[src/hdl/chacha_pkg.sv]
`timescale 1ns / 1ps
// Shared types, constants and round functions for the ChaCha20 stream XOR unit.
// No dependencies; every other file in hdl/ imports this package.
package chacha_pkg;

  // Default number of double rounds per keystream block.
  localparam int DOUBLE_ROUNDS_DEF = 10;

  // Bytes per keystream block and the width of a byte position (64 means empty).
  localparam int BLOCK_BYTES = 64;
  localparam int POS_W       = 7;
  localparam int IDX_W       = 6;

  // Depth of the queue between the front and the back.
  localparam int QUEUE_DEPTH = 2;

  // Configuration port geometry and register indexes.
  localparam int CFG_IDX_W  = 3;
  localparam int CFG_DATA_W = 64;

  localparam logic [CFG_IDX_W-1:0] REG_KEY_0      = 3'd0;
  localparam logic [CFG_IDX_W-1:0] REG_KEY_1      = 3'd1;
  localparam logic [CFG_IDX_W-1:0] REG_KEY_2      = 3'd2;
  localparam logic [CFG_IDX_W-1:0] REG_KEY_3      = 3'd3;
  localparam logic [CFG_IDX_W-1:0] REG_NONCE_LOW  = 3'd4;
  localparam logic [CFG_IDX_W-1:0] REG_NONCE_HIGH = 3'd5;

  // The constant words "expand 32-byte k".
  localparam logic [31:0] SIGMA_0 = 32'h6170_7865;
  localparam logic [31:0] SIGMA_1 = 32'h3320_646e;
  localparam logic [31:0] SIGMA_2 = 32'h7962_2d32;
  localparam logic [31:0] SIGMA_3 = 32'h6b20_6574;

  typedef logic [31:0] word_t;

  // One keystream block as eight little-endian 64-bit words.
  typedef logic [7:0][63:0] ks_block_t;

  // Beat payloads of the input and result channels.
  typedef struct packed {
    logic [7:0] data_in;
    logic       msg_last;
  } in_item_t;

  typedef struct packed {
    logic [7:0] data_out;
    logic       last_out;
  } out_item_t;

  // Queue entry: the input beat plus where its keystream byte comes from.
  typedef struct packed {
    logic [7:0]       data_in;
    logic             msg_last;
    logic             new_blk;
    logic [IDX_W-1:0] byte_idx;
  } q_entry_t;

  // One configuration write as seen by the round core.
  typedef struct packed {
    logic                  valid;
    logic [CFG_IDX_W-1:0]  index;
    logic [CFG_DATA_W-1:0] data;
  } cfg_wr_t;

  // Requests from the back to the round core.
  typedef struct packed {
    logic take;   // the held block moves into the keystream buffer
    logic flush;  // the message ended, restart at counter zero
  } core_ctl_t;

  // Four words of one quarter round.
  typedef struct packed {
    word_t a;
    word_t b;
    word_t c;
    word_t d;
  } qr_t;

  function automatic word_t rotl32(input word_t v, input int unsigned n);
    return (v << n) | (v >> (32 - n));
  endfunction

  // Half of a quarter round: the first half rotates by 16 and 12,
  // the second half by 8 and 7.
  function automatic qr_t qr_half(input qr_t q, input logic second);
    qr_t   r;
    word_t x;
    word_t y;
    r.a = q.a + q.b;
    x   = q.d ^ r.a;
    r.d = second ? rotl32(x, 8) : rotl32(x, 16);
    r.c = q.c + r.d;
    y   = q.b ^ r.c;
    r.b = second ? rotl32(y, 7) : rotl32(y, 12);
    return r;
  endfunction

endpackage

[src/hdl/chacha_fifo.sv]
`timescale 1ns / 1ps
// Short queue of classified beats between the front and the back.
// Depends on chacha_pkg for the entry type and the depth.
module chacha_fifo
  import chacha_pkg::*;
(
  input  logic     clk,
  input  logic     rst_n,
  input  logic     push,
  input  q_entry_t push_entry,
  output logic     full,
  input  logic     pop,
  output logic     head_valid,
  output q_entry_t head_entry
);

  localparam int PTR_W = (QUEUE_DEPTH > 1) ? $clog2(QUEUE_DEPTH) : 1;
  localparam int CNT_W = $clog2(QUEUE_DEPTH + 1);
  localparam logic [PTR_W-1:0] PTR_LAST = PTR_W'(QUEUE_DEPTH - 1);
  localparam logic [CNT_W-1:0] CNT_FULL = CNT_W'(QUEUE_DEPTH);

  q_entry_t         mem_r [QUEUE_DEPTH];
  logic [PTR_W-1:0] wr_ptr_r;
  logic [PTR_W-1:0] rd_ptr_r;
  logic [CNT_W-1:0] count_r;

  assign full       = (count_r == CNT_FULL);
  assign head_valid = (count_r != '0);
  assign head_entry = mem_r[rd_ptr_r];

  // Pointers and fill count.
  always_ff @(posedge clk) begin
    if (!rst_n) begin
      wr_ptr_r <= '0;
      rd_ptr_r <= '0;
      count_r  <= '0;
    end else begin
      if (push) begin
        wr_ptr_r <= (wr_ptr_r == PTR_LAST) ? '0 : wr_ptr_r + 1'b1;
      end
      if (pop) begin
        rd_ptr_r <= (rd_ptr_r == PTR_LAST) ? '0 : rd_ptr_r + 1'b1;
      end
      if (push && !pop) begin
        count_r <= count_r + 1'b1;
      end else if (pop && !push) begin
        count_r <= count_r - 1'b1;
      end
    end
  end

  // Entry storage.
  always_ff @(posedge clk) begin
    if (push) begin
      mem_r[wr_ptr_r] <= push_entry;
    end
  end

endmodule

[config.mk]
export PLATFORM = sky130hd
export DESIGN_NAME = chacha_fifo
export DESIGN_NICKNAME = d
export VERILOG_FILES = /design/src/hdl/chacha_pkg.sv /design/src/hdl/chacha_fifo.sv
export SDC_FILE = /design/constraint.sdc
export NUM_CORES = 1
export LEC_CHECK = 0
export ABC_AREA = 1
export BUFFER_PORTS_ARGS = -buffer_cell sky130_fd_sc_hd__buf_2
export CAP_MARGIN = 40
export CORE_MARGIN = 2
export CORE_UTILIZATION = 42
export CTS_BUF_LIST = sky130_fd_sc_hd__clkbuf_2
export DETAILED_ROUTE_END_ITERATION = 16
export PLACE_DENSITY_LB_ADDON = 0.12
export RECOVER_POWER = 100
export SYNTH_ARGS = -nofsm -noshare
export SYNTH_HDL_FRONTEND = slang
export SYNTH_SLANG_ARGS = --single-unit
[constraint.sdc]
create_clock -name clk -period 2.7 [get_ports clk]
set_input_delay 0.54 -clock clk [delete_from_list [all_inputs] [get_ports clk]]
set_output_delay 0.54 -clock clk [all_outputs]
set_load 0.01 [all_outputs]
==> results.md <==
| Item | Value |
| --- | --- |
| Synth Instances | 85 |
| Gates resized, CTS repair | 0 |
| Number of nets with antenna violations after routing | 0 |
| Floorplan die height | 62.51 um |
| Setup violations, final | 0 |
| Starting Density | 0.4342 |
| Critical-path top delay cell | sky130_fd_sc_hd__mux2_1 |
| Count of state elements after synthesis | 37 |
| Switching share of power | 0.2386 |
| Required arrival time at the worst endpoint | 2.16 ns |
| Synth-to-layout area growth | 14.27% |
| Clock share of power | 0.218 |
| Most used DFF post-synth | sky130_fd_sc_hd__edfxtp_1 |
| Antenna violations before repair | 0 |
| Synth Area per Inst | 16.91 um^2 |
| Cell type contributing the most total cell area after synthesis | sky130_fd_sc_hd__edfxtp_1 |
| Number of max-cap violations | 0 |
| Average vias per placed instance | 4.494 |
| Number of buffers inserted by post-CTS setup repair | 0 |
| Pleak | 0.0006354 uW |
| Aggregate negative setup slack | 0 ns |
| Slew at the pin closest to its max-slew limit | 0.9466 ns |
| Final Hold Vio Count | 0 |
| Number of synthesized flops with an enable pin | 32 |
| Metal-1 WL | 848 um |
| Number of fill cells | 320 |
| Highest Clock Rate | 470.3 MHz |
| Total power | 1002 uW |
| Detailed Route Iter0 Violations | 26 |
| Final HPWL from detailed placement | 1414 um |
| Clock slew seen by the registers of the worst setup and hold paths | 0.16 ns |
| Routability cong. | 0.6247 |
| Period minus WS final | 2.126 ns |
| Net switching power of the design | 239.1 uW |
| Post-Synthesis Net Count | 106 |
| Inserted Clock Buffers | 5 |
| Post-synthesis cell area | 0.001438 mm^2 |
| Top layer used by detailed routing | met4 |
| Total number of H-tree levels | 2 |
| Hold-fix buffers at CTS | 0 |
| Total of warnings raised by yosys | 0 |
| Wire length of the first global-routing pass | 3394 um |
| Clock tree from TritonCTS | yes |
| Number of buffers on the longest clock path | 2 |
| Top-level I/O count | 38 |
| Area fraction in and, or, nand and nor cells after synthesis | 0.05222 |
| Row count | 21 |
| Floorplan die area | 0.003907 mm^2 |
| Portion of total power attributed to sequential cells | 0.664 |
| Number of buffers added on ports | 37 |
| DRT Wirelength | 2089 um |
| RSZ-0062 raised after global routing | no |
| Dominant combinational cell family by area after synthesis | multiplexers |
| Critical path capture point type | primary output |
| Synth Area in Adders | 0.008703 |
| Buffers & Inverters on Critical Path | 2 |
| Routed length per placed instance | 11.87 um |
| Share of the yosys chip area belonging to registers | 0.7380 |
| Post-placement cell area | 0.001667 mm^2 |
| Hold Crit Class | primary input to flip-flop |
| Global-route usage over all layers | 0.1165 |
| Compound-gate portion of the synthesized area | 0.006963 |
| Detailed-routing iteration count for the pre-antenna-repair pass | 4 |
| Worst rel slew slack | 0.3689 |
| Power density of the placed cells | 610.0 mW/mm^2 |
| Maximum net fanout on the critical path | 16 |
| Final std cell area, no fill | 0.001643 mm^2 |
| XOR/XNOR share of the synthesized area | 0 |
| Total number of vias | 791 |
| Worst Path Arrival | 1.59 ns |
| Met2 Wirelength | 1053 um |
| Share of the synthesized area in the top cell type | 0.6684 |
| Category of cells accounting for the largest share of critical-path delay | buffers and inverters |
| Largest net degree at the start of global routing | 17 |
| Gate power share | 0.118 |
| Crit-path max cell delay | 0.38 ns |
| Library cell with the highest instance count after synthesis | sky130_fd_sc_hd__edfxtp_1 |
| Number of distinct library cells after synthesis | 14 |
| Synth cell count leaders | sky130_fd_sc_hd__edfxtp_1, sky130_fd_sc_hd__mux2_4, sky130_fd_sc_hd__nand2_1 |
| Startpoint-to-endpoint class of the critical path | flip-flop to primary output |
| Grt ovf | 0 |
| Count of clock tree sinks | 37 |
| Maximum resistive drop on vdd | 0.0002765 V |
| Clock latency at the later pin of the worst-skew pair | 0.35 ns |
| CORE AREA | 0.003311 mm^2 |
| Run status | finished, final reports clean |
| Int Pwr | 763.1 uW |
| Final Cycle Share | 0.7876 |
| Mux contribution to synthesized area | 0.1514 |
| Fraction of registers with async set or reset after synthesis | 0 |
| Die width | 62.51 um |
| Clk Tree Root Cell | sky130_fd_sc_hd__clkbuf_2 |
| Startpoint Class | flip-flop |
| Slew Limit Fails | 0 |
| Critical path, cell by cell | clkbuf_2, mux2_1, buf_2 |
| Vias in the first global route | 797 |
| Post-layout net count | 150 |
| Share of layout cells above drive strength 1 | 0.2692 |
| Skew final | 0.004938 ns |
| DRC | 0 |
| Antenna diode count | 0 |
| Largest cells by area after synthesis | sky130_fd_sc_hd__edfxtp_1, sky130_fd_sc_hd__mux2_4, sky130_fd_sc_hd__dfxtp_1, sky130_fd_sc_hd__mux2_2, sky130_fd_sc_hd__nand2_1 |
| Routed wire length on met3 | 135 um |
## state kept, by name, summed over array words and instances (netlist names), named ones only
name,flops
wr_ptr_r,1
rd_ptr_r,1
count_r,2
mem_r,32
## through the flow
stage               hold slack (ns)  setup WS [ns]  cells    util
floorplan                    0.4635          1.050     85       -
global placement             0.4763          1.083    168  0.5034
detailed placement           0.4888          1.078    168  0.5034
CTS                          0.3231         0.6388    176  0.5147
global route                 0.3143         0.4411    176  0.4962
finish                       0.3543         0.5735    176  0.4962
## cell families (layout without fill, tap and decap cells)
kind of cell | after synthesis | count (layout)
buffers and inverters | 10 | 55
adder cells (fa/ha/maj) | 1 | 1
multiplexers | 16 | 16
AND/OR/NAND/NOR | 19 | 19
flip-flops | 37 | 37
AO/OA/AOI/OAI | 2 | 2
## routing by layer
layer / vias to the layer above / GRT usage
met2: 25 / 0.2030
met1: 371 / 0.1233
met5: - / 0
met3: 7 / 0.03784
met4: 0 / 0.06667
li1: 388 / -
## cell type report
class,instances,area (um^2),area share
sequential,37,1061,0.6458
multi-input combinational,38,284.0,0.1729
timing repair buffer,39,172.7,0.1051
tap,46,57.56,0.03503
inverter,8,30.03,0.01828
clock buffer,5,25.02,0.01523
clock inverter,3,12.51,0.007616
## power groups by stage
stage | Combinational [uW] | Sequential (uW) | Clock [uW]
global route | 134 | 669 | 252
finish | 118 | 665 | 219
detailed placement | 139 | 679 | 0
floorplan | 90.3 | 677 | 0
global placement | 136 | 677 | 0
CTS | 140 | 666 | 234
## cells in the final DEF, fill, tap and decap left out, types with 2 or more instances in the layout
cell	count
sky130_fd_sc_hd__buf_2	20
sky130_fd_sc_hd__clkbuf_1	18
sky130_fd_sc_hd__clkbuf_2	6
sky130_fd_sc_hd__clkinv_1	2
sky130_fd_sc_hd__dfxtp_1	5
sky130_fd_sc_hd__edfxtp_1	32
sky130_fd_sc_hd__inv_1	8
sky130_fd_sc_hd__mux2_1	9
sky130_fd_sc_hd__mux2_2	6
sky130_fd_sc_hd__nand2_1	9
sky130_fd_sc_hd__nor2_1	7
## worst register-to-register path, cell delays in order (launching register included)
cell and delay [ns]:
sky130_fd_sc_hd__dfxtp_1 0.36, sky130_fd_sc_hd__nor2_2 0.10, sky130_fd_sc_hd__clkbuf_1 0.71
## path summary, 6_finish.rpt
kind,from,end,slack [ns],cells after the start
setup / recovery,flip-flop,head_entry[14],0.57,3
hold / removal,push_entry[15],mem_r[1][15]$_DFFE_PP_,0.35,1
setup reg to reg,wr_ptr_r$_SDFFE_PN0P_,mem_r[0][10]$_DFFE_PP_,1.17,2
hold reg to reg,rd_ptr_r$_SDFFE_PN0P_,flip-flop,0.52,2
No activity file was read; power rests on OpenSTA's default activity.
