===== src/hdl/chacha_pkg.sv =====
`timescale 1ns / 1ps
// Shared types, constants and round functions for the ChaCha20 stream XOR unit.
// No dependencies; every other file in hdl/ imports this package.
package chacha_pkg;

  // Default number of double rounds per keystream block.
  localparam int DOUBLE_ROUNDS_DEF = 10;

  // Bytes per keystream block and the width of a byte position (64 means empty).
  localparam int BLOCK_BYTES = 64;
  localparam int POS_W       = 7;
  localparam int IDX_W       = 6;

  // Depth of the queue between the front and the back.
  localparam int QUEUE_DEPTH = 2;

  // Configuration port geometry and register indexes.
  localparam int CFG_IDX_W  = 3;
  localparam int CFG_DATA_W = 64;

  localparam logic [CFG_IDX_W-1:0] REG_KEY_0      = 3'd0;
  localparam logic [CFG_IDX_W-1:0] REG_KEY_1      = 3'd1;
  localparam logic [CFG_IDX_W-1:0] REG_KEY_2      = 3'd2;
  localparam logic [CFG_IDX_W-1:0] REG_KEY_3      = 3'd3;
  localparam logic [CFG_IDX_W-1:0] REG_NONCE_LOW  = 3'd4;
  localparam logic [CFG_IDX_W-1:0] REG_NONCE_HIGH = 3'd5;

  // The constant words "expand 32-byte k".
  localparam logic [31:0] SIGMA_0 = 32'h6170_7865;
  localparam logic [31:0] SIGMA_1 = 32'h3320_646e;
  localparam logic [31:0] SIGMA_2 = 32'h7962_2d32;
  localparam logic [31:0] SIGMA_3 = 32'h6b20_6574;

  typedef logic [31:0] word_t;

  // One keystream block as eight little-endian 64-bit words.
  typedef logic [7:0][63:0] ks_block_t;

  // Beat payloads of the input and result channels.
  typedef struct packed {
    logic [7:0] data_in;
    logic       msg_last;
  } in_item_t;

  typedef struct packed {
    logic [7:0] data_out;
    logic       last_out;
  } out_item_t;

  // Queue entry: the input beat plus where its keystream byte comes from.
  typedef struct packed {
    logic [7:0]       data_in;
    logic             msg_last;
    logic             new_blk;
    logic [IDX_W-1:0] byte_idx;
  } q_entry_t;

  // One configuration write as seen by the round core.
  typedef struct packed {
    logic                  valid;
    logic [CFG_IDX_W-1:0]  index;
    logic [CFG_DATA_W-1:0] data;
  } cfg_wr_t;

  // Requests from the back to the round core.
  typedef struct packed {
    logic take;   // the held block moves into the keystream buffer
    logic flush;  // the message ended, restart at counter zero
  } core_ctl_t;

  // Four words of one quarter round.
  typedef struct packed {
    word_t a;
    word_t b;
    word_t c;
    word_t d;
  } qr_t;

  function automatic word_t rotl32(input word_t v, input int unsigned n);
    return (v << n) | (v >> (32 - n));
  endfunction

  // Half of a quarter round: the first half rotates by 16 and 12,
  // the second half by 8 and 7.
  function automatic qr_t qr_half(input qr_t q, input logic second);
    qr_t   r;
    word_t x;
    word_t y;
    r.a = q.a + q.b;
    x   = q.d ^ r.a;
    r.d = second ? rotl32(x, 8) : rotl32(x, 16);
    r.c = q.c + r.d;
    y   = q.b ^ r.c;
    r.b = second ? rotl32(y, 7) : rotl32(y, 12);
    return r;
  endfunction

endpackage


===== src/hdl/chacha_front.sv =====
`timescale 1ns / 1ps
// Input side: accepts beats and tags each with its keystream byte position.
// Depends on chacha_pkg for the payload and queue entry types.
module chacha_front
  import chacha_pkg::*;
(
  input  logic     clk,
  input  logic     rst_n,
  input  logic     in_valid,
  output logic     in_ready,
  input  in_item_t in_data,
  output logic     q_push,
  output q_entry_t q_entry,
  input  logic     q_full
);

  localparam logic [POS_W-1:0] POS_EMPTY = POS_W'(BLOCK_BYTES);

  logic [POS_W-1:0] pos_r;
  logic [POS_W-1:0] pos_nxt;
  logic             new_blk;

  assign in_ready = !q_full;
  assign q_push   = in_valid && in_ready;

  // An empty buffer means this beat opens a fresh block at byte zero.
  assign new_blk          = (pos_r == POS_EMPTY);
  assign q_entry.data_in  = in_data.data_in;
  assign q_entry.msg_last = in_data.msg_last;
  assign q_entry.new_blk  = new_blk;
  assign q_entry.byte_idx = new_blk ? '0 : pos_r[IDX_W-1:0];

  // Next position; the last beat of a message, or the last byte of a block, empties the buffer.
  always_comb begin
    pos_nxt = pos_r;
    if (q_push) begin
      if (in_data.msg_last) begin
        pos_nxt = POS_EMPTY;
      end else if (new_blk) begin
        pos_nxt = POS_W'(1);
      end else begin
        pos_nxt = pos_r + 1'b1;
      end
    end
  end

  always_ff @(posedge clk) begin
    if (!rst_n) begin
      pos_r <= POS_EMPTY;
    end else begin
      pos_r <= pos_nxt;
    end
  end

endmodule


===== config.mk =====
export PLATFORM = sky130hd
export DESIGN_NAME = chacha_front
export DESIGN_NICKNAME = d
export VERILOG_FILES = /design/src/hdl/chacha_pkg.sv /design/src/hdl/chacha_front.sv
export SDC_FILE = /design/constraint.sdc
export NUM_CORES = 1
export LEC_CHECK = 0
export CAP_MARGIN = 5
export CORE_AREA = 2 2 39 41
export CTS_BUF_LIST = sky130_fd_sc_hd__clkbuf_8
export CTS_CLUSTER_DIAMETER = 80
export DETAILED_ROUTE_END_ITERATION = 10
export DIE_AREA = 0 0 41 43
export DONT_BUFFER_PORTS = 1
export GPL_ROUTABILITY_DRIVEN = 0
export SYNTH_ARGS = -nofsm -noshare
export SYNTH_HDL_FRONTEND = slang
export SYNTH_SLANG_ARGS = --single-unit

===== constraint.sdc =====
create_clock -name clk -period 2.02 [get_ports clk]
set_clock_uncertainty 0.15 [all_clocks]
set_input_delay 0.202 -clock clk [delete_from_list [all_inputs] [get_ports clk]]
set_output_delay 0.202 -clock clk [all_outputs]
set_load 0.05 [all_outputs]

==> results of run 1 <==
## worst max-delay path: cells and delay by family, from the launching register on
| kind | cells | cell delay (ps) |
|---|---|---|
| buffers and inverters | 1 | 190 |
| flip-flops | 1 | 310 |
| AND/OR/NAND/NOR | 3 | 830 |
## power groups by stage
| stage | sequential (mW) | clock (mW) | combinational [mW] |
|---|---|---|---|
| after floorplan | 0.145 | 0 | 0.0936 |
| after global placement | 0.146 | 0 | 0.0517 |
| after detailed placement | 0.146 | 0 | 0.0522 |
| after CTS | 0.144 | 0.192 | 0.0554 |
| after global routing | 0.144 | 0.203 | 0.0596 |
| final | 0.144 | 0.188 | 0.0558 |
## metrics by stage
| stage | hold slack (ps) | area, um^2 | util, % | total power [mW] | instances |
|---|---|---|---|---|---|
| floorplan | 192 | 544 | - | 0.239 | 66 |
| global placement | 206 | 517 | 37.3 | 0.198 | 74 |
| detailed placement | 214 | 517 | 37.3 | 0.198 | 74 |
| CTS | 2.64 | 582 | 42.0 | 0.392 | 80 |
| global route | 20.2 | 582 | 42.0 | 0.407 | 80 |
| finish | 7.38 | 582 | 42.0 | 0.388 | 80 |
## cells in the mapped netlist
library cell	n	share of area (%)
o21bai_1	1	1.4
o32ai_1	1	1.6
nand4b_1	1	1.6
nand2_1	3	2.1
buf_2	1	0.92
buf_4	10	14
or4_4	1	2.1
nor3_1	2	1.8
o21ai_0	1	0.92
a221oi_2	1	2.8
or4_1	3	4.1
or4b_4	1	2.5
o31ai_1	2	2.8
o211ai_1	3	4.1
clkinv_1	1	0.69
nand3_2	1	1.8
nor2b_1	1	1.2
nand2b_4	1	2.5
clkbuf_1	3	2.1
nand3_1	3	2.8
nand3b_1	2	2.8
nor2_1	2	1.4
inv_1	5	3.4
a21oi_1	1	0.92
a31o_2	1	1.6
dlygate4sd1_1	1	1.6
o21ai_1	1	0.92
nand2b_1	1	1.2
dfxtp_1	7	26
ha_1	2	4.6
a31oi_1	2	2.3
## cell families after synthesis
group / count (synthesis) / share of synthesized area [%]
and+or+nand+nor: 22 / 27.8
adders and majority gates: 2 / 4.60
buffers and inverters: 21 / 22.5
DFF: 7 / 25.7
AOI/OAI and AO/OA: 14 / 19.3
## metal layers
metal	part of all wire [%]	vias to the layer above	wire (um)
met2	47	24	551
met3	6.7	6	79
li1	-	223	-
met1	44	213	520
met5	0	-	0
met4	2.6	0	31
## cell usage in the layout, fill, tap and decap left out, types with 3 or more instances in the layout
| cell type | count |
|---|---|
| buf_4 | 7 |
| clkbuf_8 | 3 |
| dfxtp_1 | 7 |
| inv_1 | 6 |
| nand2_1 | 3 |
| nand3_1 | 3 |
| o211ai_1 | 3 |
| or4_1 | 3 |
## how the worst max path moves through the flow
stage	cells past startpoint	end	slack [ps]	start
after floorplan	5	q_entry[1]	230	pos_r[0]
after global placement	3	q_entry[0]	400	pos_r[2]
after detailed placement	4	q_entry[1]	380	pos_r[5]
after CTS	4	q_entry[1]	130	pos_r[5]
after global routing	4	q_entry[1]	70	pos_r[5]
final	4	q_entry[1]	110	pos_r[5]
## final cells by class
| class | instances | area (um^2) | share of cell area [%] |
|---|---|---|---|
| clock inverters | 1 | 3.75 | 0.645 |
| flip-flops and latches | 7 | 140 | 24.1 |
| multi-input cells | 38 | 282 | 48.4 |
| clock buffers | 3 | 41.3 | 7.10 |
| well taps | 16 | 20.0 | 3.44 |
| inverters | 6 | 22.5 | 3.87 |
| repair buffers | 9 | 72.6 | 12.5 |
## repair_timing
action                    in CTS  in global routing
gates resized for setup        0                  0
hold buffers                   2                  0
hold endpoints to repair       2                  0
buffers inserted               0                  0
==> results.ini, run 1 <==
[grt]
busiest_layer=met2
use_met1_pct=19.6
met3_usage_pct=4.71
grt_pass1_wl_um=1880
grt_max_degree=12
met2_usage_pct=23.1
track_usage_pct=16.4
antenna_found_initial=0
grt_pass1_vias=424
grt_overflow=0

[place]
numPortBuffers=0
dpl.hpwl_um=889
post-place-ws_ps=378

[yosys]
ys.warnings.count=0
ys_seq_area_share_pct=25.7
synth_fp_nets=81
netlist_instances=66
ys_types=31
synth-seq-cells=7
synthesis.area_um2=544
avgSynthCellArea_um2=8.25

[power]
p_int_uw=291
p_sw_uw=97.1
power_frac_comb_pct=14.4
power_frac_seq_pct=37.2
vdd_drop_max_uv=325
clkPwrFrac_pct=48.4
p_sw_share_pct=25.0
pwr_density_cell_nw_per_um2=667
p_leak_nw=0.227

[sta]
fin_crit_sh_pct=94.4
drv_slew=0
setup_ws_ps=113
max_freq_mhz=524
finalHoldViolations=0
fin_setup_tns_ps=0
setup_violations=0
grt_setup_unrepaired=no
tightest_slew_ps=414
finalCriticalPeriod_ps=1910
relSlewSlack_pct=72.3

[cts]
insertion_delay_ps=230
cts_tree=yes
clk_pin_slew_ps=40
cts_buffer_depth=2
cts.sinks=7
cts-htree-levels=1
root_buffer=clkbuf_8
cts_buffers=3

[worst_hold_path]
hp-start=rst_n
hold_end=pos_r[1]
hold_class=in2reg
holdPathStages=2

[floorplan]
dieArea_um2=1760
io_pins=31
die_w_um=41
fp-row-count=14
start_util_pct=39.3
die_h_um=43
core-area_um2=1380

[setup_path]
r2r-end=pos_r[1]
arrival_ps=1560
crit_type=reg2out
reg2reg_from=pos_r[5]
crit_chain=or4b_4, nor2_1, nor2_1, buf_4
r2r_setup_slack_ps=400
cpPeakStageDelay_ps=550
endpoint_kind=output port
required_ps=1670
reg2reg_depth=3
startpoint_type=flop
cpMostUsedCell=nor2_1
path_max_fanout=4
crit_path_top_delay_cell=or4b_4

[cells_and_area]
nNetsFinal=80
area_delta_synth_final_pct=6.90
reg.largest.list=pos_r x7
largest_register=pos_r
antennaDiodeCount=0
drive_gt1_share_pct=25.0
largest_reg_flops=7
fillers=148

[routing]
drc_errors=0
initialDrtViolationCount=10
detail_route.wl_per_cell_um=14.8
ant_nets=0
wl_um=1180
viasPerCell=5.83
vias=466
firstDrtPassIters=4

[run]
maxCapViolations=0

[outcome]
status=complete, no violations

Note: power is estimated with default switching activity, not from simulation.
==> run 2: changes to the inputs <==
Settings changed: CELL_PAD_IN_SITES_DETAIL_PLACEMENT set to 2, CELL_PAD_IN_SITES_GLOBAL_PLACEMENT set to 2, CORE_AREA 2 2 39 41 to unset, CORE_MARGIN set to 2, CORE_UTILIZATION set to 33, DIE_AREA 0 0 41 43 to unset, PLACE_DENSITY_LB_ADDON set to 0.1.
==> run 2 against run 1 <==
  * Sequential power about the same
  * Power up 2.8%
  * Clock-buffer cell count stayed put
  * Non-clock buffer count down 1
  * Utilization down 4.0 points
  * Worst hold slack better by 5.3 ps
  * First-iteration DRC count down 40%
  * Wire length rose by 43%
  * Clock power up 4%
  * Final cell count is 1.3% lower
  * Sequential cell count is the same
  * Setup slack got worse by 69 ps
  * Critical path type unchanged
  * Largest cell class unchanged
  * Highest routed layer unchanged
==> results.ini, run 2 (synthesized netlist as in run 1, its figures left out) <==
[setup_path]
r2r-end=pos_r[1]  ; unchanged
required_ps=1670  ; about the same
r2r_setup_slack_ps=200  ; was 400 ps
crit_chain=or4b_4, o21ai_1, inv_2  ; was or4b_4, nor2_1, nor2_1, buf_4
crit_type=reg2out  ; unchanged
reg2reg_depth=3  ; unchanged
path_max_fanout=8  ; was 4
path_buf_inv=1  ; unchanged
arrival_ps=1620  ; was 1560 ps
reg2reg_from=pos_r[2]  ; was pos_r[5]
cpPeakStageDelay_ps=590  ; was 550 ps
endpoint_kind=output port  ; unchanged
startpoint_type=flop  ; unchanged
crit_family=simple AND/OR/NAND/NOR gates  ; unchanged
cp-startpoint=pos_r[2]  ; was pos_r[5]
crit_path_top_delay_cell=or4b_4  ; unchanged

[worst_hold_path]
hold_end=pos_r[6]  ; was pos_r[1]
holdPathStages=2  ; unchanged
hp-start=in_data[0]  ; was rst_n
hold_class=in2reg  ; unchanged

[sta]
finalHoldViolations=0  ; unchanged
drv_slew=0  ; unchanged
fin_crit_sh_pct=97.9  ; was 94.4%
max_freq_mhz=506  ; was 524 MHz
relSlewSlack_pct=71.6  ; was 72.3%
hold_ws_ps=12.7  ; was 7.38 ps
finalCriticalPeriod_ps=1980  ; was 1910 ps
setup_violations=0  ; unchanged
tightest_slew_ps=425  ; was 414 ps
grt_setup_unrepaired=yes  ; was no

[cells_and_area]
instances_no_fill=79  ; was 80
nNetsFinal=79  ; was 80
reg.largest.list=pos_r x7  ; unchanged
area_delta_synth_final_pct=6.44  ; was 6.90%
design_area_um2=579  ; was 582 um^2
drive_gt1_share_pct=28.6  ; was 25.0%
largest_register=pos_r  ; unchanged
largest_reg_flops=7  ; unchanged
antennaDiodeCount=0  ; unchanged
final_cell_mix=buf_4 (7), dfxtp_1 (7), inv_1 (5)  ; was buf_4 (7), dfxtp_1 (7), inv_1 (6)

[cts]
cts_tree=yes  ; unchanged
cts_buffers=3  ; unchanged
cts-htree-levels=1  ; unchanged
cts_setup_buffers=0  ; unchanged
insertion_delay_ps=230  ; about the same
cts_buffer_depth=2  ; unchanged
clk_pin_slew_ps=40  ; about the same
root_buffer=clkbuf_8  ; unchanged
cts.sinks=7  ; unchanged

[floorplan]
fp-row-count=14  ; unchanged
die_w_um=44.6  ; was 41 um
dieArea_um2=1990  ; was 1760 um^2
die_h_um=44.6  ; was 43 um
core-area_um2=1520  ; was 1380 um^2
io_pins=31  ; unchanged
start_util_pct=35.7  ; was 39.3%

[routing]
met1Wirelength_um=680  ; was 520 um
drc_errors=0  ; unchanged
detail_route.wl_per_cell_um=21.4  ; was 14.8 um
wl_met3_um=104  ; was 79 um
vias=476  ; was 466
wl_met2_um=907  ; was 551 um
ant_nets=0  ; unchanged
routed.top_layer=met4  ; unchanged
firstDrtPassIters=2  ; was 4
wl_um=1690  ; was 1180 um
viasPerCell=6.03  ; was 5.83
initialDrtViolationCount=6  ; was 10

[place]
placed_cells=74  ; unchanged
dpl_cell_area_um2=517  ; unchanged
dpl.hpwl_um=1340  ; was 889 um
numPortBuffers=0  ; unchanged

[grt]
track_usage_pct=20.1  ; was 16.4%
grt_overflow=0  ; unchanged
grt_pass1_vias=561  ; was 424
grt_pass1_wl_um=2860  ; was 1880 um
antenna_found_initial=0  ; unchanged
grt_max_degree=12  ; unchanged

[outcome]
status=complete, no violations  ; unchanged

[power]
pwr_density_cell_nw_per_um2=688  ; was 667 nW/um^2
p_leak_nw=0.223  ; was 0.227 nW
vdd_drop_max_uv=324  ; was 325 uV

[run]
maxCapViolations=0  ; unchanged

## run 2: cell types whose count changed in the layout (fill, tap and decap cells not counted)
cell           change
nor2_1             -1
inv_2              +1
inv_1              -1
dlygate4sd3_1      -1
nor2_4             +1
## run 2: cell type report
type	count	area [um^2]
clock buffers	3	41.3
fillers	166	945
inverters	6	22.5
flip-flops and latches	7	140
clock inverters	1	3.75
repair buffers	8	62.6
well taps	16	20.0
multi-input cells	38	289
## run 2: power by group
part / internal, mW / switching [mW] / total [mW]
combinational: 0.0182 / 0.0416 / 0.0598
clock: 0.132 / 0.0633 / 0.195
sequential: 0.141 / 0.00273 / 0.144
## run 2: worst max-delay path by stage
stage | to | slack (ps) | cells after the start
CTS | q_entry[1] | 4 | 4
detailed placement | pos_r[1] | 220 | 3
global route | q_entry[0] | -8 | 3
finish | q_entry[0] | 40 | 3
global placement | pos_r[1] | 340 | 3
floorplan | q_entry[1] | 230 | 5
## run 2: stage by stage
stage | TNS, ps | utilization (%) | power, mW | setup WS (ps)
final | 0 | 38.0 | 0.399 | 43.4
after global routing | -8.08 | 38.0 | 0.414 | -8.08
after CTS | 0 | 37.5 | 0.398 | 3.89
after detailed placement | 0 | 33.9 | 0.202 | 216
after global placement | 0 | 33.9 | 0.198 | 344
after floorplan | 0 | - | 0.239 | 225
## run 2: per-layer routing
metal | track usage (%) | up-vias
met4 | 5.45 | 0
met5 | 0 | -
li1 | - | 220
met1 | 23.2 | 238
met3 | 4.90 | 2
met2 | 36.2 | 16
## run 2: repair_timing
action                                 in CTS  in global routing
resized for setup                           0                  3
endpoints found under the hold margin       1                  0
setup endpoints to repair                   0                  3
hold buffers                                1                  0
