<file path="src/hdl/chacha_pkg.sv">
`timescale 1ns / 1ps
// Shared types, constants and round functions for the ChaCha20 stream XOR unit.
// No dependencies; every other file in hdl/ imports this package.
package chacha_pkg;

  // Default number of double rounds per keystream block.
  localparam int DOUBLE_ROUNDS_DEF = 10;

  // Bytes per keystream block and the width of a byte position (64 means empty).
  localparam int BLOCK_BYTES = 64;
  localparam int POS_W       = 7;
  localparam int IDX_W       = 6;

  // Depth of the queue between the front and the back.
  localparam int QUEUE_DEPTH = 2;

  // Configuration port geometry and register indexes.
  localparam int CFG_IDX_W  = 3;
  localparam int CFG_DATA_W = 64;

  localparam logic [CFG_IDX_W-1:0] REG_KEY_0      = 3'd0;
  localparam logic [CFG_IDX_W-1:0] REG_KEY_1      = 3'd1;
  localparam logic [CFG_IDX_W-1:0] REG_KEY_2      = 3'd2;
  localparam logic [CFG_IDX_W-1:0] REG_KEY_3      = 3'd3;
  localparam logic [CFG_IDX_W-1:0] REG_NONCE_LOW  = 3'd4;
  localparam logic [CFG_IDX_W-1:0] REG_NONCE_HIGH = 3'd5;

  // The constant words "expand 32-byte k".
  localparam logic [31:0] SIGMA_0 = 32'h6170_7865;
  localparam logic [31:0] SIGMA_1 = 32'h3320_646e;
  localparam logic [31:0] SIGMA_2 = 32'h7962_2d32;
  localparam logic [31:0] SIGMA_3 = 32'h6b20_6574;

  typedef logic [31:0] word_t;

  // One keystream block as eight little-endian 64-bit words.
  typedef logic [7:0][63:0] ks_block_t;

  // Beat payloads of the input and result channels.
  typedef struct packed {
    logic [7:0] data_in;
    logic       msg_last;
  } in_item_t;

  typedef struct packed {
    logic [7:0] data_out;
    logic       last_out;
  } out_item_t;

  // Queue entry: the input beat plus where its keystream byte comes from.
  typedef struct packed {
    logic [7:0]       data_in;
    logic             msg_last;
    logic             new_blk;
    logic [IDX_W-1:0] byte_idx;
  } q_entry_t;

  // One configuration write as seen by the round core.
  typedef struct packed {
    logic                  valid;
    logic [CFG_IDX_W-1:0]  index;
    logic [CFG_DATA_W-1:0] data;
  } cfg_wr_t;

  // Requests from the back to the round core.
  typedef struct packed {
    logic take;   // the held block moves into the keystream buffer
    logic flush;  // the message ended, restart at counter zero
  } core_ctl_t;

  // Four words of one quarter round.
  typedef struct packed {
    word_t a;
    word_t b;
    word_t c;
    word_t d;
  } qr_t;

  function automatic word_t rotl32(input word_t v, input int unsigned n);
    return (v << n) | (v >> (32 - n));
  endfunction

  // Half of a quarter round: the first half rotates by 16 and 12,
  // the second half by 8 and 7.
  function automatic qr_t qr_half(input qr_t q, input logic second);
    qr_t   r;
    word_t x;
    word_t y;
    r.a = q.a + q.b;
    x   = q.d ^ r.a;
    r.d = second ? rotl32(x, 8) : rotl32(x, 16);
    r.c = q.c + r.d;
    y   = q.b ^ r.c;
    r.b = second ? rotl32(y, 7) : rotl32(y, 12);
    return r;
  endfunction

endpackage

</file>
<file path="src/hdl/chacha_back.sv">
`timescale 1ns / 1ps
// Output side: XORs queued beats with the keystream and holds the result beat.
// Depends on chacha_pkg for the entry, block and payload types.
module chacha_back
  import chacha_pkg::*;
(
  input  logic      clk,
  input  logic      rst_n,
  input  logic      q_valid,
  input  q_entry_t  q_head,
  output logic      q_pop,
  input  logic      blk_valid,
  input  ks_block_t blk_data,
  output core_ctl_t ctl,
  output logic      out_valid,
  input  logic      out_ready,
  output out_item_t out_data
);

  ks_block_t   buf_r;
  logic        out_valid_r;
  out_item_t   out_data_r;
  logic [63:0] ks_word;
  logic [7:0]  ks_byte;
  logic        out_free;

  assign out_valid = out_valid_r;
  assign out_data  = out_data_r;

  // A beat that opens a block waits for the round core.
  assign out_free  = !out_valid_r || out_ready;
  assign q_pop     = q_valid && (!q_head.new_blk || blk_valid) && out_free;
  assign ctl.take  = q_pop && q_head.new_blk;
  assign ctl.flush = q_pop && q_head.msg_last;

  // Keystream byte: byte zero of the fresh block, or from the buffer.
  assign ks_word = buf_r[q_head.byte_idx[5:3]];
  assign ks_byte = q_head.new_blk ? blk_data[0][7:0]
                                  : ks_word[{q_head.byte_idx[2:0], 3'b000} +: 8];

  always_ff @(posedge clk) begin
    if (!rst_n) begin
      out_valid_r <= 1'b0;
    end else if (q_pop) begin
      out_valid_r <= 1'b1;
    end else if (out_ready) begin
      out_valid_r <= 1'b0;
    end
  end

  // Result beat and keystream buffer.
  always_ff @(posedge clk) begin
    if (q_pop) begin
      out_data_r.data_out <= q_head.data_in ^ ks_byte;
      out_data_r.last_out <= q_head.msg_last;
    end
    if (ctl.take) begin
      buf_r <= blk_data;
    end
  end

endmodule
</file>
<file path="config.mk">
export PLATFORM = sky130hd
export DESIGN_NAME = chacha_back
export DESIGN_NICKNAME = d
export VERILOG_FILES = /design/src/hdl/chacha_pkg.sv /design/src/hdl/chacha_back.sv
export SDC_FILE = /design/constraint.sdc
export NUM_CORES = 1
export LEC_CHECK = 0
export BUFFER_PORTS_ARGS = -buffer_cell sky130_fd_sc_hd__buf_2
export CORE_ASPECT_RATIO = 0.7
export CORE_MARGIN = 4
export CORE_UTILIZATION = 52
export CTS_CLUSTER_DIAMETER = 40
export DETAILED_ROUTE_END_ITERATION = 10
export PLACE_DENSITY = 0.84
export SLEW_MARGIN = 15
export SYNTH_ARGS = -nofsm -noshare
export SYNTH_HDL_FRONTEND = slang
export SYNTH_SLANG_ARGS = --single-unit
</file>
<file path="constraint.sdc">
create_clock -name clk -period 18 [get_ports clk]
set_input_delay 1.8 -clock clk [delete_from_list [all_inputs] [get_ports clk]]
set_output_delay 1.8 -clock clk [all_outputs]
set_load 0.02 [all_outputs]
</file>
==> results of run 1 <==
-- worst max-delay path, cell delays in order --
cell	delay, ps
sky130_fd_sc_hd__buf_2	230
sky130_fd_sc_hd__inv_1	150
sky130_fd_sc_hd__o21ai_0	120
sky130_fd_sc_hd__nor2b_1	870
sky130_fd_sc_hd__and2_4	910
sky130_fd_sc_hd__buf_2	320
-- synth_stat cells (8+ instances only) --
cell                       number
sky130_fd_sc_hd__edfxtp_1     521
sky130_fd_sc_hd__mux4_2        94
sky130_fd_sc_hd__mux2i_1       85
sky130_fd_sc_hd__o22ai_1       33
sky130_fd_sc_hd__clkbuf_1      17
sky130_fd_sc_hd__nand2_1       17
sky130_fd_sc_hd__nand2b_1      16
sky130_fd_sc_hd__buf_4         15
sky130_fd_sc_hd__buf_2         13
sky130_fd_sc_hd__a22oi_1       10
sky130_fd_sc_hd__a21oi_1        8
sky130_fd_sc_hd__a22o_1         8
sky130_fd_sc_hd__nor2_1         8
sky130_fd_sc_hd__nor4_1         8
-- state kept, by name, indices dropped and copies added (netlist names) --
name / flops
out_data: 9
buf_r: 512
out_valid: 1
-- routing by layer --
layer	up-vias	wire length, um	global-route usage, %
met2	660	26500	40.5
met4	28	1700	7.81
met1	5792	20700	33.8
met5	-	184	0
li1	5042	-	-
met3	134	6220	9.58
-- per-stage QoR --
step / std cells / hold slack (ps) / utilization (%) / power [uW]
2_1_floorplan: 931 / 567 / - / 1560
3_3_place_gp: 1960 / 482 / 60.9 / 1640
3_5_place_dp: 1960 / 491 / 60.9 / 1650
4_1_cts: 2050 / 503 / 65.1 / 2680
5_1_grt: 2064 / 535 / 65.1 / 2750
6_report: 2067 / 505 / 65.2 / 2660
-- final timing paths --
check / end / slack [ps] / cells after the start
max: ctl[1] / 11730 / 6
min: out_valid / 500 / 2
max reg2reg: buf_r[297] / 13500 / 5
min reg2reg: out_valid / 500 / 2
-- where the power goes --
| group | internal [uW] | total [uW] | switching, uW |
|---|---|---|---|
| combinational | 95.4 | 209 | 113 |
| sequential | 1400 | 1410 | 13.6 |
| clock | 593 | 1040 | 446 |
| total | 2090 | 2660 | 573 |
-- kinds of logic after synthesis --
| logic type | share of synthesized area, % |
|---|---|
| buffers and inverters | 1.56 |
| muxes | 14.8 |
| AOI/OAI and AO/OA | 3.59 |
| DFF | 77.7 |
| and+or+nand+nor | 1.99 |
| xor gates and xnor gates | 0.304 |
-- cell type report --
cell class / count / area share (%)
Timing Repair Buffer: 555 / 11.3
Sequential cell: 522 / 62.7
Multi-Input combinational cell: 353 / 16.7
Clock inverter: 31 / 1.22
Clock buffer: 59 / 5.23
Antenna cell: 17 / 0.170
Tap cell: 527 / 2.64
Inverter: 3 / 0.0450
==> impl_summary.log, run 1 <==
INFO  metric design.portCount = ~550
INFO  metric outcome = finished clean
INFO  metric final_cell_area = 25000 um2
INFO  metric netlist_area = a little over 20000 um2
INFO  metric critical_path.startpoint_type = primary input
INFO  metric synth_instances = 931
INFO  metric synth.area.top_cells = sky130_fd_sc_hd__edfxtp_1 78%, sky130_fd_sc_hd__mux4_2 11%, sky130_fd_sc_hd__mux2i_1 4.2%, sky130_fd_sc_hd__o22ai_1 1.0%, sky130_fd_sc_hd__buf_4 0.56%
INFO  metric crit_arrival = 4470 ps
INFO  metric wl_per_instance = between 20 and 30 um
INFO  metric route.detailed.drc = 0
INFO  metric synthesis.area_per_instance = approximately 22 um2
INFO  metric vias_per_cell = between 5 and 6
INFO  metric post_route_clock_period_utilization = around a third
INFO  metric setup.worst_path.start = q_head[6]
INFO  metric yosysTopAreaCellShare = 77.6%
INFO  metric yosys_warnings = 0
INFO  metric post_cts_resize_count = 0
INFO  metric drive_gt1_share = approximately 48%
INFO  metric maxCapViolCount = 0
INFO  metric coreArea = 38400 um2
INFO  metric cts_htree_levels = 2
INFO  metric power_density = 106 nW/um2
INFO  metric antenna_violations_before_repair = 29
INFO  metric min-delay-start = out_valid
INFO  metric count_of_flip_flops_with_a_built_in_enable_after_synthesis = about 520
INFO  metric setup.worst_path.class = primary input to primary output
INFO  metric cts_made_buffers = 51
INFO  metric worst_slew_pin_slew = around 1100 ps
INFO  metric final_hold_viol_count = 0
INFO  metric synth.net_count = roughly 1500
INFO  metric grt_overflow = 0
INFO  metric route.antenna.remaining_nets = 0
INFO  metric totalNegativeSetupSlack = 0 ps
INFO  metric drt-initial-drc-count = ~1400
INFO  metric place_area = roughly 23000 um2
INFO  metric power.leakage = between 0.009 and 0.01 uW
INFO  metric finalNetCount = slightly above 2000
INFO  metric post_synth_cell_types = 44
INFO  metric hpwlAfterDp = 40200 um
INFO  metric num-fill-cells = 2565
INFO  metric timing.final.crit_period = 6270 ps
INFO  metric post-place-ws = approximately 12000 ps
INFO  metric count_of_hold_buffers_inserted_by_post_cts_repair = 0
INFO  metric layout.cells.most_common = sky130_fd_sc_hd__buf_2
INFO  metric tritoncts_clock_tree = done
INFO  metric die_height = around 170 um
INFO  metric io_buffers = 545
INFO  metric total_area_of_multi_input_combinational_cells = ~4200 um2
INFO  metric cts_root_buf = sky130_fd_sc_hd__clkbuf_16
INFO  metric postSynth.topFlopCell = sky130_fd_sc_hd__edfxtp_1
INFO  metric worstPathMaxFanout = between 60 and 70
INFO  metric cp_data_required_time = 16200 ps
INFO  metric ff_latch_area = about 16000 um2
INFO  metric most-common-layout-cells = 542 x sky130_fd_sc_hd__buf_2, 521 x sky130_fd_sc_hd__edfxtp_1, 94 x sky130_fd_sc_hd__mux4_2, 85 x sky130_fd_sc_hd__mux2i_1, 51 x sky130_fd_sc_hd__clkbuf_16
INFO  metric clock_insertion_delay_worst_skew = 560 ps
INFO  metric clk_pin_slew_worst_paths = 70 ps
INFO  metric postCtsSetupBuffers = 0
INFO  metric drt_pre_antenna_iters = 5
INFO  metric crit_path_end_kind = primary output
INFO  metric groute.usage.overall = between 20% and 30%
INFO  metric grt_setup_unrepaired = no
INFO  metric r2r_start = out_valid
INFO  metric area_growth_syn_to_layout = 24.0%
INFO  metric gpl.final_weighted_congestion = 0.877
INFO  metric grt_max_degree = around 200
INFO  metric highest_clock_frequency_the_design_can_meet = between 150 and 200 MHz
INFO  metric numClockSinks = between 500 and 600
INFO  metric core.rowCount = 60
INFO  metric setup_viol = 0
INFO  metric wl = ~55000 um
INFO  metric cts-root-to-sink-buffers = 3
INFO  metric clock_skew = ~21 ps
INFO  metric route.vias.total = roughly 12000
INFO  metric hp-class = flop to flop
INFO  metric maxSlewViolCount = 0
INFO  metric grt_pass1_vias = 12503
INFO  metric floorplan.die_area = approximately 42000 um2
INFO  metric synth-seq-cells = 522
INFO  metric synth_largest_area_cell = sky130_fd_sc_hd__edfxtp_1
INFO  metric floorplan.initialDensity = approximately 53%
INFO  metric floorplan.die.width = roughly 240 um
INFO  metric wire_length_of_the_first_global_routing_pass = 78900 um
INFO  metric seq_area_frac_synth = around 78%
INFO  metric timing.max_slew.rel_slack = 24.9%
INFO  metric postLayoutSetupSlackWorst = roughly 12000 ps
INFO  metric synth_async_sr_flop_share = 0%
INFO  metric ir_drop = 75.3 uV
Note: power is estimated with default switching activity, not from simulation.
==> inputs of run 2 (changes only) <==
- clock period: 18 -> 6.45 ns (I/O delays scaled with it)
==> run 2 against run 1 <==
- worst setup slack got worse by 8500 ps
- total power increased to 2.8 times the previous value
- clock power rose to 2.8 times the previous value
- sequential cell count stayed put
- combinational power increased to 2.8 times the previous value
- via count is 2.9% higher
- sequential share of layout area shrank 0.23 points
- design area increased by 0.37%
- critical path type is now primary input to flop
- critical endpoint is now out_data[8]
==> impl_summary.log, run 2 (same netlist as run 1, synthesis figures left out) <==
INFO  metric outcome = finished clean
INFO  metric final_hold_viol_count = 0 (unchanged)
INFO  metric io_buffers = 545 (unchanged)
INFO  metric total_area_of_multi_input_combinational_cells = 4180 um2 (unchanged)
INFO  metric grt_pass1_vias = 12293 (-1.7%)
INFO  metric wl_per_instance = 27.7 um (+3.5%)
INFO  metric antenna_violations_before_repair = 21 (-28%)
INFO  metric timing.max_slew.rel_slack = 22.6% (-2.4 points)
INFO  metric place_area = 23400 um2 (+0.12%)
INFO  metric path_cells = buf_8 > buf_4 > mux4_2 > mux2i_1 > a21oi_1 > and3_1 > o31ai_2 > xnor2_1
INFO  metric r2r_start = buf_r[380]
INFO  metric grt_overflow = 0 (unchanged)
INFO  metric grt_max_degree = 181 (-10%)
INFO  metric drt_pre_antenna_iters = 5 (unchanged)
INFO  metric route.detailed.drc = 0 (unchanged)
INFO  metric switchingPower = 1680 uW (+190%)
INFO  metric setup.worst_path.class = primary input to flop
INFO  metric internal_power = 5810 uW (+180%)
INFO  metric met3WireLength = 7470 um (+20%)
INFO  metric worst_path_max_delay_cell = sky130_fd_sc_hd__buf_4
INFO  metric wl_met1 = 21700 um (+4.7%)
INFO  metric tritoncts_clock_tree = done
INFO  metric final_cell_area = 25100 um2 (+0.37%)
INFO  metric most-common-layout-cells = 542 x sky130_fd_sc_hd__buf_2, 521 x sky130_fd_sc_hd__edfxtp_1, 94 x sky130_fd_sc_hd__mux4_2, 85 x sky130_fd_sc_hd__mux2i_1, 51 x sky130_fd_sc_hd__clkbuf_16
INFO  metric switching_share = 22.4% (+0.90 points)
INFO  metric timing.critical_path.slowest_cell_delay = 620 ps (-290 ps)
INFO  metric cts_made_buffers = 51 (unchanged)
INFO  metric power.clock.fraction = 39.5% (+0.4 points)
INFO  metric power.share.combinational = 7.9% (about the same)
INFO  metric hpwlAfterDp = 42500 um (+5.6%)
INFO  metric groute.usage.overall = 26.7% (+1.1 points)
INFO  metric postLayoutSetupSlackWorst = 3200 ps (-8530 ps)
INFO  metric wire_length_of_the_first_global_routing_pass = 81200 um (+2.9%)
INFO  metric totalNegativeSetupSlack = 0 ps (unchanged)
INFO  metric maxSlewViolCount = 0 (unchanged)
INFO  metric route.vias.total = 11992 (+2.9%)
INFO  metric gpl.final_weighted_congestion = 0.958 (+9.2%)
INFO  metric count_of_hold_buffers_inserted_by_post_cts_repair = 0 (unchanged)
INFO  metric numClockSinks = 522 (unchanged)
INFO  metric post-place-ws = 2540 ps (-9040 ps)
INFO  metric finalHoldWorstSlack = 244 ps (-261 ps)
INFO  metric clk_pin_slew_worst_paths = 70 ps (about the same)
INFO  metric post_cts_resize_count = 0 (unchanged)
INFO  metric core.rowCount = 60 (unchanged)
INFO  metric highest_layer = met5
INFO  metric timing.final.crit_period = about 3300 ps
INFO  metric num-fill-cells = 2579 (+0.55%)
INFO  metric area_growth_syn_to_layout = 24.5%
INFO  metric die_height = 173 um (unchanged)
INFO  metric ff_latch_area = 15700 um2 (unchanged)
INFO  metric maxCapViolCount = 0 (unchanged)
INFO  metric drt-initial-drc-count = 1524 (+8.5%)
INFO  metric setup.worst_path.start = q_head[3]
INFO  metric post_route_clock_period_utilization = 50.4%
INFO  metric power_density = 299 nW/um2 (+180%)
INFO  metric largest_register_ff_count = 512 (unchanged)
INFO  metric cts-root-to-sink-buffers = 3 (unchanged)
INFO  metric power.leakage = 0.00933 uW (+0.44%)
INFO  metric worstPathMaxFanout = 75 (+8.7%)
INFO  metric cp_data_required_time = 6770 ps (-9430 ps)
INFO  metric hp-class = primary input to flop
INFO  metric route.antenna.remaining_nets = 0 (unchanged)
INFO  metric critical_path.startpoint_type = primary input
INFO  metric layout.cells.most_common = sky130_fd_sc_hd__buf_2
INFO  metric finalNetCount = 2021 (+0.099%)
INFO  metric seqPwrFrac = 52.6% (-0.5 points)
INFO  metric postCtsSetupBuffers = 0 (unchanged)
INFO  metric grt_setup_unrepaired = no
INFO  metric min-delay-start = blk_data[39]
INFO  metric cts_htree_levels = 2 (unchanged)
INFO  metric crit_arrival = 3570 ps (-900 ps)
INFO  metric clock_skew = 17.9 ps (-2.93 ps)
INFO  metric vias_per_cell = 5.77 (+2.3%)
INFO  metric floorplan.die.width = 243 um (unchanged)
INFO  metric cts_root_buf = sky130_fd_sc_hd__clkbuf_16
INFO  metric ir_drop = 248 uV (+230%)
INFO  metric highest_clock_frequency_the_design_can_meet = between 300 and 400 MHz
INFO  metric worst_slew_pin_slew = 1160 ps (+37.8 ps)
INFO  metric wl = 57600 um (+4.0%)
INFO  metric drive_gt1_share = 48.9% (+0.46 points)
INFO  metric top_register_by_number_of_flip_flops = buf_r
INFO  metric clock_insertion_delay_worst_skew = 570 ps (about the same)
INFO  metric crit_path_end_kind = flop
INFO  metric post-route-util = 65.4% (+0.24 points)
INFO  metric floorplan.die_area = 42000 um2 (unchanged)
INFO  metric coreArea = 38400 um2 (unchanged)
INFO  metric routed-wl-met2 = 26500 um (-0.24%)
INFO  metric design.portCount = 546 (unchanged)
INFO  metric setup_viol = 0 (unchanged)
INFO  metric floorplan.initialDensity = 52.5% (unchanged)
-- run 2: worst paths after layout --
| path | to | slack (ps) | cells after the start |
|---|---|---|---|
| worst max-delay path | out_data[8] | 3200 | 8 |
| worst min-delay path | buf_r[39] | 240 | 1 |
| worst max register to register | out_data[5] | 3950 | 6 |
| worst min register to register | out_valid | 520 | 2 |
-- run 2: power by group through the flow --
stage / registers, uW / logic, uW / clock network [uW]
after floorplan: 4020 / 287 / 0
after detailed placement: 4010 / 586 / 0
final: 3940 / 593 / 2960
after CTS: 3940 / 589 / 2990
after global routing: 3950 / 631 / 3160
after global placement: 4010 / 576 / 0
-- run 2: per-stage QoR --
stage          std cells  power, uW
3_5_place_dp        1962       4600
2_1_floorplan        931       4310
4_1_cts             2056       7530
5_1_grt             2073       7740
6_report            2078       7500
3_3_place_gp        1962       4580
-- run 2: critical path, delay by kind of cell --
kind | cells | cell delay [ps]
buffers and inverters | 2 | 1200
XOR/XNOR | 1 | 90
multiplexers | 2 | 940
AO/OA/AOI/OAI | 2 | 340
AND/OR/NAND/NOR | 1 | 250
-- run 2: cell type report --
class	count	area share (%)
Clock buffer	57	5.18
Tap cell	527	2.63
Inverter	3	0.0449
Antenna cell	22	0.219
Clock inverter	37	1.46
Sequential cell	522	62.4
Timing Repair Buffer	557	11.4
Multi-Input combinational cell	353	16.7
-- run 2: routing by layer --
metal	vias to the layer above	track usage, %
li1	5068	-
met1	5966	35.8
met2	824	40.3
met3	128	11.0
met4	6	9.18
met5	-	0
